## config.mk

```make
export PLATFORM = sky130hd
export DESIGN_NAME = self_calibrating_pulse_rate_counter
export DESIGN_NICKNAME = d
export VERILOG_FILES = /design/src/scprc_pkg.sv /design/src/self_calibrating_pulse_rate_counter.sv /design/src/scprc_front.sv /design/src/scprc_queue.sv /design/src/scprc_back.sv
export VERILOG_INCLUDE_DIRS = /design/src /design/src/src
export SDC_FILE = /design/constraint.sdc
export NUM_CORES = 2
export LEC_CHECK = 0
export ABC_CLOCK_PERIOD_IN_PS = 18360
export BUFFER_PORTS_ARGS = -buffer_cell sky130_fd_sc_hd__clkbuf_2
export CORE_MARGIN = 1.5
export CORE_UTILIZATION = 40
export CTS_CLUSTER_DIAMETER = 60
export CTS_CLUSTER_SIZE = 40
export DETAILED_ROUTE_END_ITERATION = 8
export SLEW_MARGIN = 40
export SYNTH_ARGS = -nofsm -noshare
export SYNTH_HDL_FRONTEND = slang
export SYNTH_SLANG_ARGS = --single-unit
```

## constraint.sdc

```tcl
create_clock -name clk -period 18.36 [get_ports clk]
set_input_delay 0.918 -clock clk [delete_from_list [all_inputs] [get_ports clk]]
set_output_delay 0.918 -clock clk [all_outputs]
set_load 0.02 [all_outputs]
```

## src/self_calibrating_pulse_rate_counter_assert.svh

```systemverilog
// assertion macros used by the top-level asserting file
`ifndef SELF_CALIBRATING_PULSE_RATE_COUNTER_ASSERT_SVH
`define SELF_CALIBRATING_PULSE_RATE_COUNTER_ASSERT_SVH

// same-cycle implication, checked outside reset
`define SCPRC_ASSERT_NOW(label, clk_s, rst_s, ante, cons) \
  label: assert property (@(posedge clk_s) disable iff (rst_s) (ante) |-> (cons)) \
    else $error("scprc check failed");

// next-cycle implication, checked outside reset
`define SCPRC_ASSERT_NEXT(label, clk_s, rst_s, ante, cons) \
  label: assert property (@(posedge clk_s) disable iff (rst_s) (ante) |=> (cons)) \
    else $error("scprc check failed");

`endif

```

## src/scprc_pkg.sv

```systemverilog
package scprc_pkg;

  // request kinds
  localparam logic REQ_SAMPLE = 1'b0;
  localparam logic REQ_STATS  = 1'b1;

  // (sum * 256000) / (2 * elapsed) == (sum * 128000) / elapsed
  localparam int unsigned SCALE_W = 17;
  localparam logic [SCALE_W-1:0] RATE_SCALE = 17'd128000;
  localparam int unsigned SUM_W = 33;
  localparam int unsigned PROD_W = SUM_W + SCALE_W;

  // per-sensor calibration and hysteresis state
  typedef struct packed {
    logic [7:0] peak_lvl;
    logic [7:0] floor_lvl;
    logic [7:0] thr;
    logic       lit;
  } sense_t;

  // one classified request handed from front to back
  typedef struct packed {
    logic              is_stats;
    logic              ezero;
    logic [31:0]       count_a;
    logic [31:0]       count_b;
    logic [SUM_W-1:0]  delta_sum;
    logic [31:0]       elapsed;
  } job_t;

  function automatic sense_t sense_step(input sense_t cur, input logic [7:0] v);
    sense_t     nxt;
    logic [8:0] acc;
    nxt = cur;
    if (v > cur.peak_lvl) begin
      nxt.peak_lvl = v;
      acc = {1'b0, v} + {1'b0, cur.floor_lvl};
      nxt.thr = acc[8:1];
    end else if ((v < cur.floor_lvl) || (cur.floor_lvl == 8'd0)) begin
      nxt.floor_lvl = v;
      acc = {1'b0, cur.peak_lvl} + {1'b0, v};
      nxt.thr = acc[8:1];
    end
    if (!cur.lit && (v > nxt.thr)) begin
      nxt.lit = 1'b1;
    end else if (cur.lit && (v < nxt.thr)) begin
      nxt.lit = 1'b0;
    end
    return nxt;
  endfunction

endpackage

```

## src/self_calibrating_pulse_rate_counter.sv

```systemverilog
// a sample request reaches the result side through the queue, the job register and
// the output register; a stats request through the queue, the scale multiply, the
// overflow check, the one-bit restoring division and the output register, the
// division skipped on zero elapsed time or overflow; the back end works on one request
// at a time and the front end keeps taking requests until the queue fills
// reset (rst, synchronous): calibration, counts, queue and result valid flag all clear
`include "self_calibrating_pulse_rate_counter_assert.svh"

module self_calibrating_pulse_rate_counter #(
  parameter int QUEUE_DEPTH = 2
) (
  input  logic        clk,
  input  logic        rst,
  // request side
  input  logic        push,
  output logic        full,
  input  logic        req_type,
  input  logic [7:0]  sample_a,
  input  logic [7:0]  sample_b,
  input  logic [31:0] now_ms,
  // result side
  output logic        empty,
  input  logic        pop,
  output logic [31:0] count_a,
  output logic [31:0] count_b,
  output logic [31:0] rate_q8,
  output logic        rate_valid,
  output logic        elapsed_zero
);

  // a request is taken whenever push is high and the queue has room
  logic            accept;
  scprc_pkg::job_t front_job;
  scprc_pkg::job_t q_data;
  logic            q_full, q_empty, q_pop;

  assign accept = push && !q_full;
  assign full   = q_full;

  // front end: sensor calibration, hysteresis, counts, deltas since last stats
  scprc_front u_front (
    .clk      (clk),
    .rst      (rst),
    .accept   (accept),
    .req_type (req_type),
    .sample_a (sample_a),
    .sample_b (sample_b),
    .now_ms   (now_ms),
    .job      (front_job)
  );

  // short queue so the front keeps going while the divider works
  scprc_queue #(
    .DEPTH (QUEUE_DEPTH)
  ) u_queue (
    .clk     (clk),
    .rst     (rst),
    .wr_en   (accept),
    .wr_data (front_job),
    .rd_en   (q_pop),
    .rd_data (q_data),
    .q_full  (q_full),
    .q_empty (q_empty)
  );

  // back end: rate scaling, division, saturation and the result register
  scprc_back u_back (
    .clk          (clk),
    .rst          (rst),
    .q_empty      (q_empty),
    .q_data       (q_data),
    .q_pop        (q_pop),
    .pop          (pop),
    .empty        (empty),
    .count_a      (count_a),
    .count_b      (count_b),
    .rate_q8      (rate_q8),
    .rate_valid   (rate_valid),
    .elapsed_zero (elapsed_zero)
  );

  // sample results carry no rate
  `SCPRC_ASSERT_NOW(a_sample_no_rate, clk, rst, !empty && !rate_valid, rate_q8 == '0 && !elapsed_zero)
  // zero elapsed time gives a zero rate on a stats result
  `SCPRC_ASSERT_NOW(a_ezero_rate, clk, rst, !empty && elapsed_zero, rate_valid && rate_q8 == 32'd0)
  // a taken request is always waiting in the queue on the next cycle
  `SCPRC_ASSERT_NEXT(a_push_queued, clk, rst, accept, !q_empty)

endmodule

```

## src/scprc_front.sv

```systemverilog
module scprc_front (
  input  logic               clk,
  input  logic               rst,
  input  logic               accept,
  input  logic               req_type,
  input  logic [7:0]         sample_a,
  input  logic [7:0]         sample_b,
  input  logic [31:0]        now_ms,
  output scprc_pkg::job_t    job
);

  scprc_pkg::sense_t sens_a, sens_b;
  scprc_pkg::sense_t sens_a_next, sens_b_next;
  logic [31:0] pulse_a, pulse_b;
  logic [31:0] pulse_a_next, pulse_b_next;
  logic [31:0] prior_a, prior_b, prior_time;
  logic [31:0] delta_a, delta_b, elapsed;

  assign sens_a_next = scprc_pkg::sense_step(sens_a, sample_a);
  assign sens_b_next = scprc_pkg::sense_step(sens_b, sample_b);
  // count on dark-to-lit only
  assign pulse_a_next = pulse_a + {31'd0, (!sens_a.lit && sens_a_next.lit)};
  assign pulse_b_next = pulse_b + {31'd0, (!sens_b.lit && sens_b_next.lit)};

  assign delta_a = pulse_a - prior_a;
  assign delta_b = pulse_b - prior_b;
  assign elapsed = now_ms - prior_time;

  always_comb begin
    job.is_stats  = (req_type == scprc_pkg::REQ_STATS);
    job.ezero     = job.is_stats && (elapsed == 32'd0);
    job.elapsed   = elapsed;
    job.delta_sum = {1'b0, delta_a} + {1'b0, delta_b};
    if (job.is_stats) begin
      job.count_a = pulse_a;
      job.count_b = pulse_b;
    end else begin
      job.count_a = pulse_a_next;
      job.count_b = pulse_b_next;
    end
  end

  always_ff @(posedge clk) begin
    if (rst) begin
      sens_a     <= '0;
      sens_b     <= '0;
      pulse_a    <= '0;
      pulse_b    <= '0;
      prior_a    <= '0;
      prior_b    <= '0;
      prior_time <= '0;
    end else if (accept) begin
      if (req_type == scprc_pkg::REQ_STATS) begin
        prior_a    <= pulse_a;
        prior_b    <= pulse_b;
        prior_time <= now_ms;
      end else begin
        sens_a  <= sens_a_next;
        sens_b  <= sens_b_next;
        pulse_a <= pulse_a_next;
        pulse_b <= pulse_b_next;
      end
    end
  end

endmodule

```

## src/scprc_queue.sv

```systemverilog
module scprc_queue #(
  parameter int DEPTH = 2
) (
  input  logic            clk,
  input  logic            rst,
  input  logic            wr_en,
  input  scprc_pkg::job_t wr_data,
  input  logic            rd_en,
  output scprc_pkg::job_t rd_data,
  output logic            q_full,
  output logic            q_empty
);

  localparam int AW = (DEPTH > 1) ? $clog2(DEPTH) : 1;
  localparam int CW = $clog2(DEPTH + 1);
  localparam logic [AW-1:0] LAST = AW'(DEPTH - 1);
  localparam logic [CW-1:0] FULL_CNT = CW'(DEPTH);

  scprc_pkg::job_t mem [DEPTH];
  logic [AW-1:0] wr_ptr, rd_ptr;
  logic [CW-1:0] fill;

  assign q_full  = (fill == FULL_CNT);
  assign q_empty = (fill == '0);
  assign rd_data = mem[rd_ptr];

  always_ff @(posedge clk) begin
    if (wr_en) begin
      mem[wr_ptr] <= wr_data;
    end
  end

  always_ff @(posedge clk) begin
    if (rst) begin
      wr_ptr <= '0;
      rd_ptr <= '0;
      fill   <= '0;
    end else begin
      if (wr_en) begin
        wr_ptr <= (wr_ptr == LAST) ? '0 : wr_ptr + 1'b1;
      end
      if (rd_en) begin
        rd_ptr <= (rd_ptr == LAST) ? '0 : rd_ptr + 1'b1;
      end
      if (wr_en && !rd_en) begin
        fill <= fill + 1'b1;
      end else if (rd_en && !wr_en) begin
        fill <= fill - 1'b1;
      end
    end
  end

endmodule

```

## src/scprc_back.sv

```systemverilog
module scprc_back (
  input  logic            clk,
  input  logic            rst,
  input  logic            q_empty,
  input  scprc_pkg::job_t q_data,
  output logic            q_pop,
  input  logic            pop,
  output logic            empty,
  output logic [31:0]     count_a,
  output logic [31:0]     count_b,
  output logic [31:0]     rate_q8,
  output logic            rate_valid,
  output logic            elapsed_zero
);

  typedef enum logic [3:0] {
    S_IDLE = 4'b0001,
    S_CHK  = 4'b0010,
    S_DIV  = 4'b0100,
    S_OUT  = 4'b1000
  } state_t;

  state_t state;
  scprc_pkg::job_t job;
  logic [scprc_pkg::PROD_W-1:0] prod;
  logic [31:0] rem, quot;
  logic [4:0]  bit_cnt;
  logic        out_valid;
  logic        out_free;
  logic        out_load;
  logic [32:0] r2;
  logic        fits;

  assign empty    = !out_valid;
  assign out_free = !out_valid || pop;
  assign out_load = (state == S_OUT) && out_free;
  assign q_pop    = (state == S_IDLE) && !q_empty;
  assign r2       = {rem, quot[31]};
  assign fits     = (r2 >= {1'b0, job.elapsed});

  always_ff @(posedge clk) begin
    if (rst) begin
      out_valid <= 1'b0;
    end else if (out_load) begin
      out_valid <= 1'b1;
    end else if (pop && out_valid) begin
      out_valid <= 1'b0;
    end
  end

  always_ff @(posedge clk) begin
    if (rst) begin
      state <= S_IDLE;
    end else begin
      case (state)
        S_IDLE: begin
          if (!q_empty) begin
            job  <= q_data;
            quot <= '0;
            prod <= q_data.delta_sum * scprc_pkg::RATE_SCALE;
            if (q_data.is_stats && !q_data.ezero) begin
              state <= S_CHK;
            end else begin
              state <= S_OUT;
            end
          end
        end
        S_CHK: begin
          // quotient overflows 32 bits when the upper part already holds the divisor
          if ({14'd0, prod[scprc_pkg::PROD_W-1:32]} >= job.elapsed) begin
            quot  <= '1;
            state <= S_OUT;
          end else begin
            rem     <= {14'd0, prod[scprc_pkg::PROD_W-1:32]};
            quot    <= prod[31:0];
            bit_cnt <= '0;
            state   <= S_DIV;
          end
        end
        S_DIV: begin
          // restoring step, quotient bits shift in behind the dividend bits
          if (fits) begin
            rem <= 32'(r2 - {1'b0, job.elapsed});
          end else begin
            rem <= r2[31:0];
          end
          quot    <= {quot[30:0], fits};
          bit_cnt <= bit_cnt + 1'b1;
          if (bit_cnt == 5'd31) begin
            state <= S_OUT;
          end
        end
        S_OUT: begin
          if (out_free) begin
            count_a      <= job.count_a;
            count_b      <= job.count_b;
            rate_q8      <= quot;
            rate_valid   <= job.is_stats;
            elapsed_zero <= job.ezero;
            state        <= S_IDLE;
          end
        end
        default: begin
          state <= S_IDLE;
        end
      endcase
    end
  end

endmodule
```

==> key figures <==
Clock network
  • Total of cells resized after clock tree synthesis: 0
  • CTS tree: yes
  • Post-CTS Setup Repair Bufs: 0
  • CTS H-tree depth: 3
  • Count of hold-fix buffers inserted at cts: 0
  • Clock slew at reported path FFs: 70 ps
  • Root Buffer: sky130_fd_sc_hd__clkbuf_16
  • Number of CTS-inserted buffers: 80
  • Maximum clock insertion buffer count: 3
  • Clock network latency to the later pin of the worst-skew pair: 660 ps
  • Number of clock sinks seen by CTS: 787

Detailed routing
  • Violation count after the first detailed-routing iteration: 1677
  • Wire length reported by the detailed router: 98300 um
  • Drt first pass iters: 5
  • Via-per-instance ratio: 5.05
  • Remaining design rule violation count: 0
  • WL/cell: 16.5 um
  • Remaining antenna violation count after routing: 0
  • Via count: 30000

Finish
  • Final instance area: 50800 um^2
  • Number of nets at the end of the flow: 4894
  • Share of cells above drive strength 1: 11.4%
  • Area growth from synthesis to layout: 12.4%

Worst hold path
  • HP Class: register to register

Yosys
  • Synth Register Bits: 787
  • Combined area of all synthesized cells: 45200 um^2
  • Synthesized instance count: 4225
  • Post-synthesis net count: 4754
  • Mean area per synthesized cell: 10.7 um^2
  • Yosys top cell area share: 37.7%
  • Predominant post-synthesis flop cell: sky130_fd_sc_hd__edfxtp_1
  • Share of synthesized area occupied by flip-flops and latches: 47.4%
  • EDFF count, synth: 567
  • Warnings, synthesis: 0
  • Leading post-synthesis cells by cell area: sky130_fd_sc_hd__edfxtp_1, sky130_fd_sc_hd__dfxtp_1, sky130_fd_sc_hd__ha_1
  • Share of async-settable or async-resettable flops after synthesis: 0%
  • Cell type contributing the most total cell area after synthesis: sky130_fd_sc_hd__edfxtp_1
  • Distinct cell type count after synthesis: 75

Die
  • Core Rows: 123
  • Effective utilization at floorplan: 40.2%
  • Number of top-level design ports: 153
  • Die outline width: 339 um
  • Die outline height: 339 um
  • Floorplan die area: 115000 um^2
  • Core box area: 112000 um^2

STA
  • Clock skew after layout: 25.1 ps
  • Minimum setup slack in the final design: 11430 ps
  • Final slew viol count: 0
  • Total count of hold-check failures in the final report: 0
  • Timing-limited maximum frequency: 144 MHz
  • Actual slew at the worst max-slew pin: 888 ps
  • Max-slew headroom: 40.0%
  • Min Hold Slack: 417 ps
  • Final cycle utilization of the critical path: 37.7%
  • Total negative slack for setup checks: 0 ps
  • Setup violation total in the final timing report: 0
  • Setup repair after global routing missed its margin: false
  • Min Tclk post-route: 6930 ps

Global route
  • Via count of the first global-routing pass: 29500
  • First-pass GRT wire length: 159000 um
  • Overall routing resource usage: 17.0%
  • Number of antenna violations at the first check in global routing: 5
  • Total overflow reported by the global router: 0
  • Maximum number of pins on one net before global-route repair: 168

Critical path
  • Flop-to-flop setup slack: 11430 ps
  • Crit Path Category: register to register
  • Master of the slowest instance on the critical path: sky130_fd_sc_hd__fa_1
  • Slowest stage delay, CP: 540 ps
  • CP Cell Sequence: buf_4 > buf_12 > mux2i_1 > inv_1 > fa_1 > inv_1 > fa_1 > fa_1 > fa_1 > inv_1 > ha_1 > o21a_1 > a2111oi_2 > nor4_1 > o22ai_1 > o21ai_1 > a32oi_1 > a31oi_1 > a311o_1 > a21oi_1 > xnor2_1
  • Critical path capture point type: register
  • Cell occurring most often along the worst timing path: sky130_fd_sc_hd__fa_1
  • Endpoint required time on the critical path: 18760 ps
  • Top fanout value on the critical path: 38
  • Data arrival time of the worst path: 7330 ps
  • CP Launch Type: register

Placed design
  • Placement-stage worst setup slack: 11120 ps
  • DP Area: 47800 um^2
  • Dpl hpwl: 71700 um
  • Number of I/O port buffers: 152
  • Routability congestion estimate: 0.879

Outcome
  • Status: finished, final reports clean

Job
  • Max Cap Violations: 0
## cell usage after synthesis (all sizes together), types with 43 or more instances
cell type / instances
a21o: 101
clkbuf: 112
inv: 397
fa: 131
xor2: 119
nand3: 70
xnor2: 191
edfxtp: 567
a21oi: 332
o21bai: 46
mux2: 114
o21a: 43
mux2i: 78
nand2: 434
o21ai: 165
dfxtp: 220
nor2: 314
ha: 345
## state kept, by name, indices dropped and copies added (netlist names), 32 cells and up, named ones only
name	count
u_back.count_a	32
u_back.count_b	32
u_back.job	98
u_back.prod	40
u_back.quot	32
u_back.rate_q8	32
u_back.rem	32
u_front.prior_a	32
u_front.prior_b	32
u_front.prior_time	32
u_front.pulse_a	32
u_front.pulse_b	32
u_queue.mem	262
## metrics by stage
step	std cells	util, %
floorplan	4225	-
global placement	5777	42.5
detailed placement	5780	42.5
CTS	5929	45.2
global route	5936	45.2
finish	5937	45.3
## worst max-delay path: cells and delay by family (launching register included)
family | cells | cell delay (ps)
AO/OA/AOI/OAI | 8 | 2300
XOR/XNOR | 1 | 80
adder cells (fa/ha/maj) | 5 | 2340
multiplexers | 1 | 380
buffers and inverters | 5 | 950
flip-flops | 1 | 500
AND/OR/NAND/NOR | 1 | 130
## path summary, 6_finish.rpt
path / to / cells past startpoint / from
min: u_back.count_a[31]$_DFFE_PP_ / 0 / u_back.job[128]$_DFFE_PP_
max: u_back.prod[46]$_DFFE_PP_ / 21 / register
max reg2reg: u_back.prod[46]$_DFFE_PP_ / 21 / register
min reg2reg: u_back.count_a[31]$_DFFE_PP_ / 0 / u_back.job[128]$_DFFE_PP_
## area by class of cell
cell class	count	area, um^2
flip-flops and latches	787	21400
repair buffers	184	1110
diodes	5	12.5
clock inverters	60	767
clock buffers	89	2170
inverters	397	1490
fillers	10500	61500
multi-input cells	2915	22000
well taps	1500	1880
## cell usage in the layout (no fill, tap or decap), types with 12 or more instances in the layout
cell type,n
sky130_fd_sc_hd__a2111oi_0,13
sky130_fd_sc_hd__a211oi_1,25
sky130_fd_sc_hd__a21o_1,101
sky130_fd_sc_hd__a21oi_1,329
sky130_fd_sc_hd__a31oi_1,30
sky130_fd_sc_hd__and2_1,23
sky130_fd_sc_hd__and3_1,30
sky130_fd_sc_hd__buf_4,19
sky130_fd_sc_hd__clkbuf_16,85
sky130_fd_sc_hd__clkbuf_2,151
sky130_fd_sc_hd__clkinv_8,15
sky130_fd_sc_hd__dfxtp_1,219
sky130_fd_sc_hd__edfxtp_1,567
sky130_fd_sc_hd__fa_1,131
sky130_fd_sc_hd__ha_1,345
sky130_fd_sc_hd__inv_1,397
sky130_fd_sc_hd__inv_6,12
sky130_fd_sc_hd__inv_8,12
sky130_fd_sc_hd__mux2_2,114
sky130_fd_sc_hd__mux2i_1,64
sky130_fd_sc_hd__mux2i_2,14
sky130_fd_sc_hd__nand2_1,433
sky130_fd_sc_hd__nand2b_1,28
sky130_fd_sc_hd__nand3_1,70
sky130_fd_sc_hd__nand4_1,28
sky130_fd_sc_hd__nor2_1,309
sky130_fd_sc_hd__nor2b_1,34
sky130_fd_sc_hd__nor3_1,38
sky130_fd_sc_hd__nor4_1,21
sky130_fd_sc_hd__o21a_1,43
sky130_fd_sc_hd__o21ai_0,163
sky130_fd_sc_hd__o21bai_1,46
sky130_fd_sc_hd__or2_2,15
sky130_fd_sc_hd__or3_1,26
sky130_fd_sc_hd__xnor2_1,191
sky130_fd_sc_hd__xor2_1,119
## routing by layer
layer	routed length, um	up-vias	global-route usage [%]
met5	0	-	0
met4	3000	0	5.52
met3	3540	152	2.41
met2	44800	457	27.6
met1	47000	14300	23.4
li1	-	15100	-
## cells by family after synthesis
group	share of synthesized area, %
AO/OA/AOI/OAI	11.6
XOR/XNOR	6.00
adder cells (fa/ha/maj)	15.3
buffers and inverters	4.36
flip-flops	47.4
multiplexers	4.57
AND/OR/NAND/NOR	10.8
Power is not shown: default switching activity piles up to over one toggle a cycle in this logic, so the estimate is an artifact.
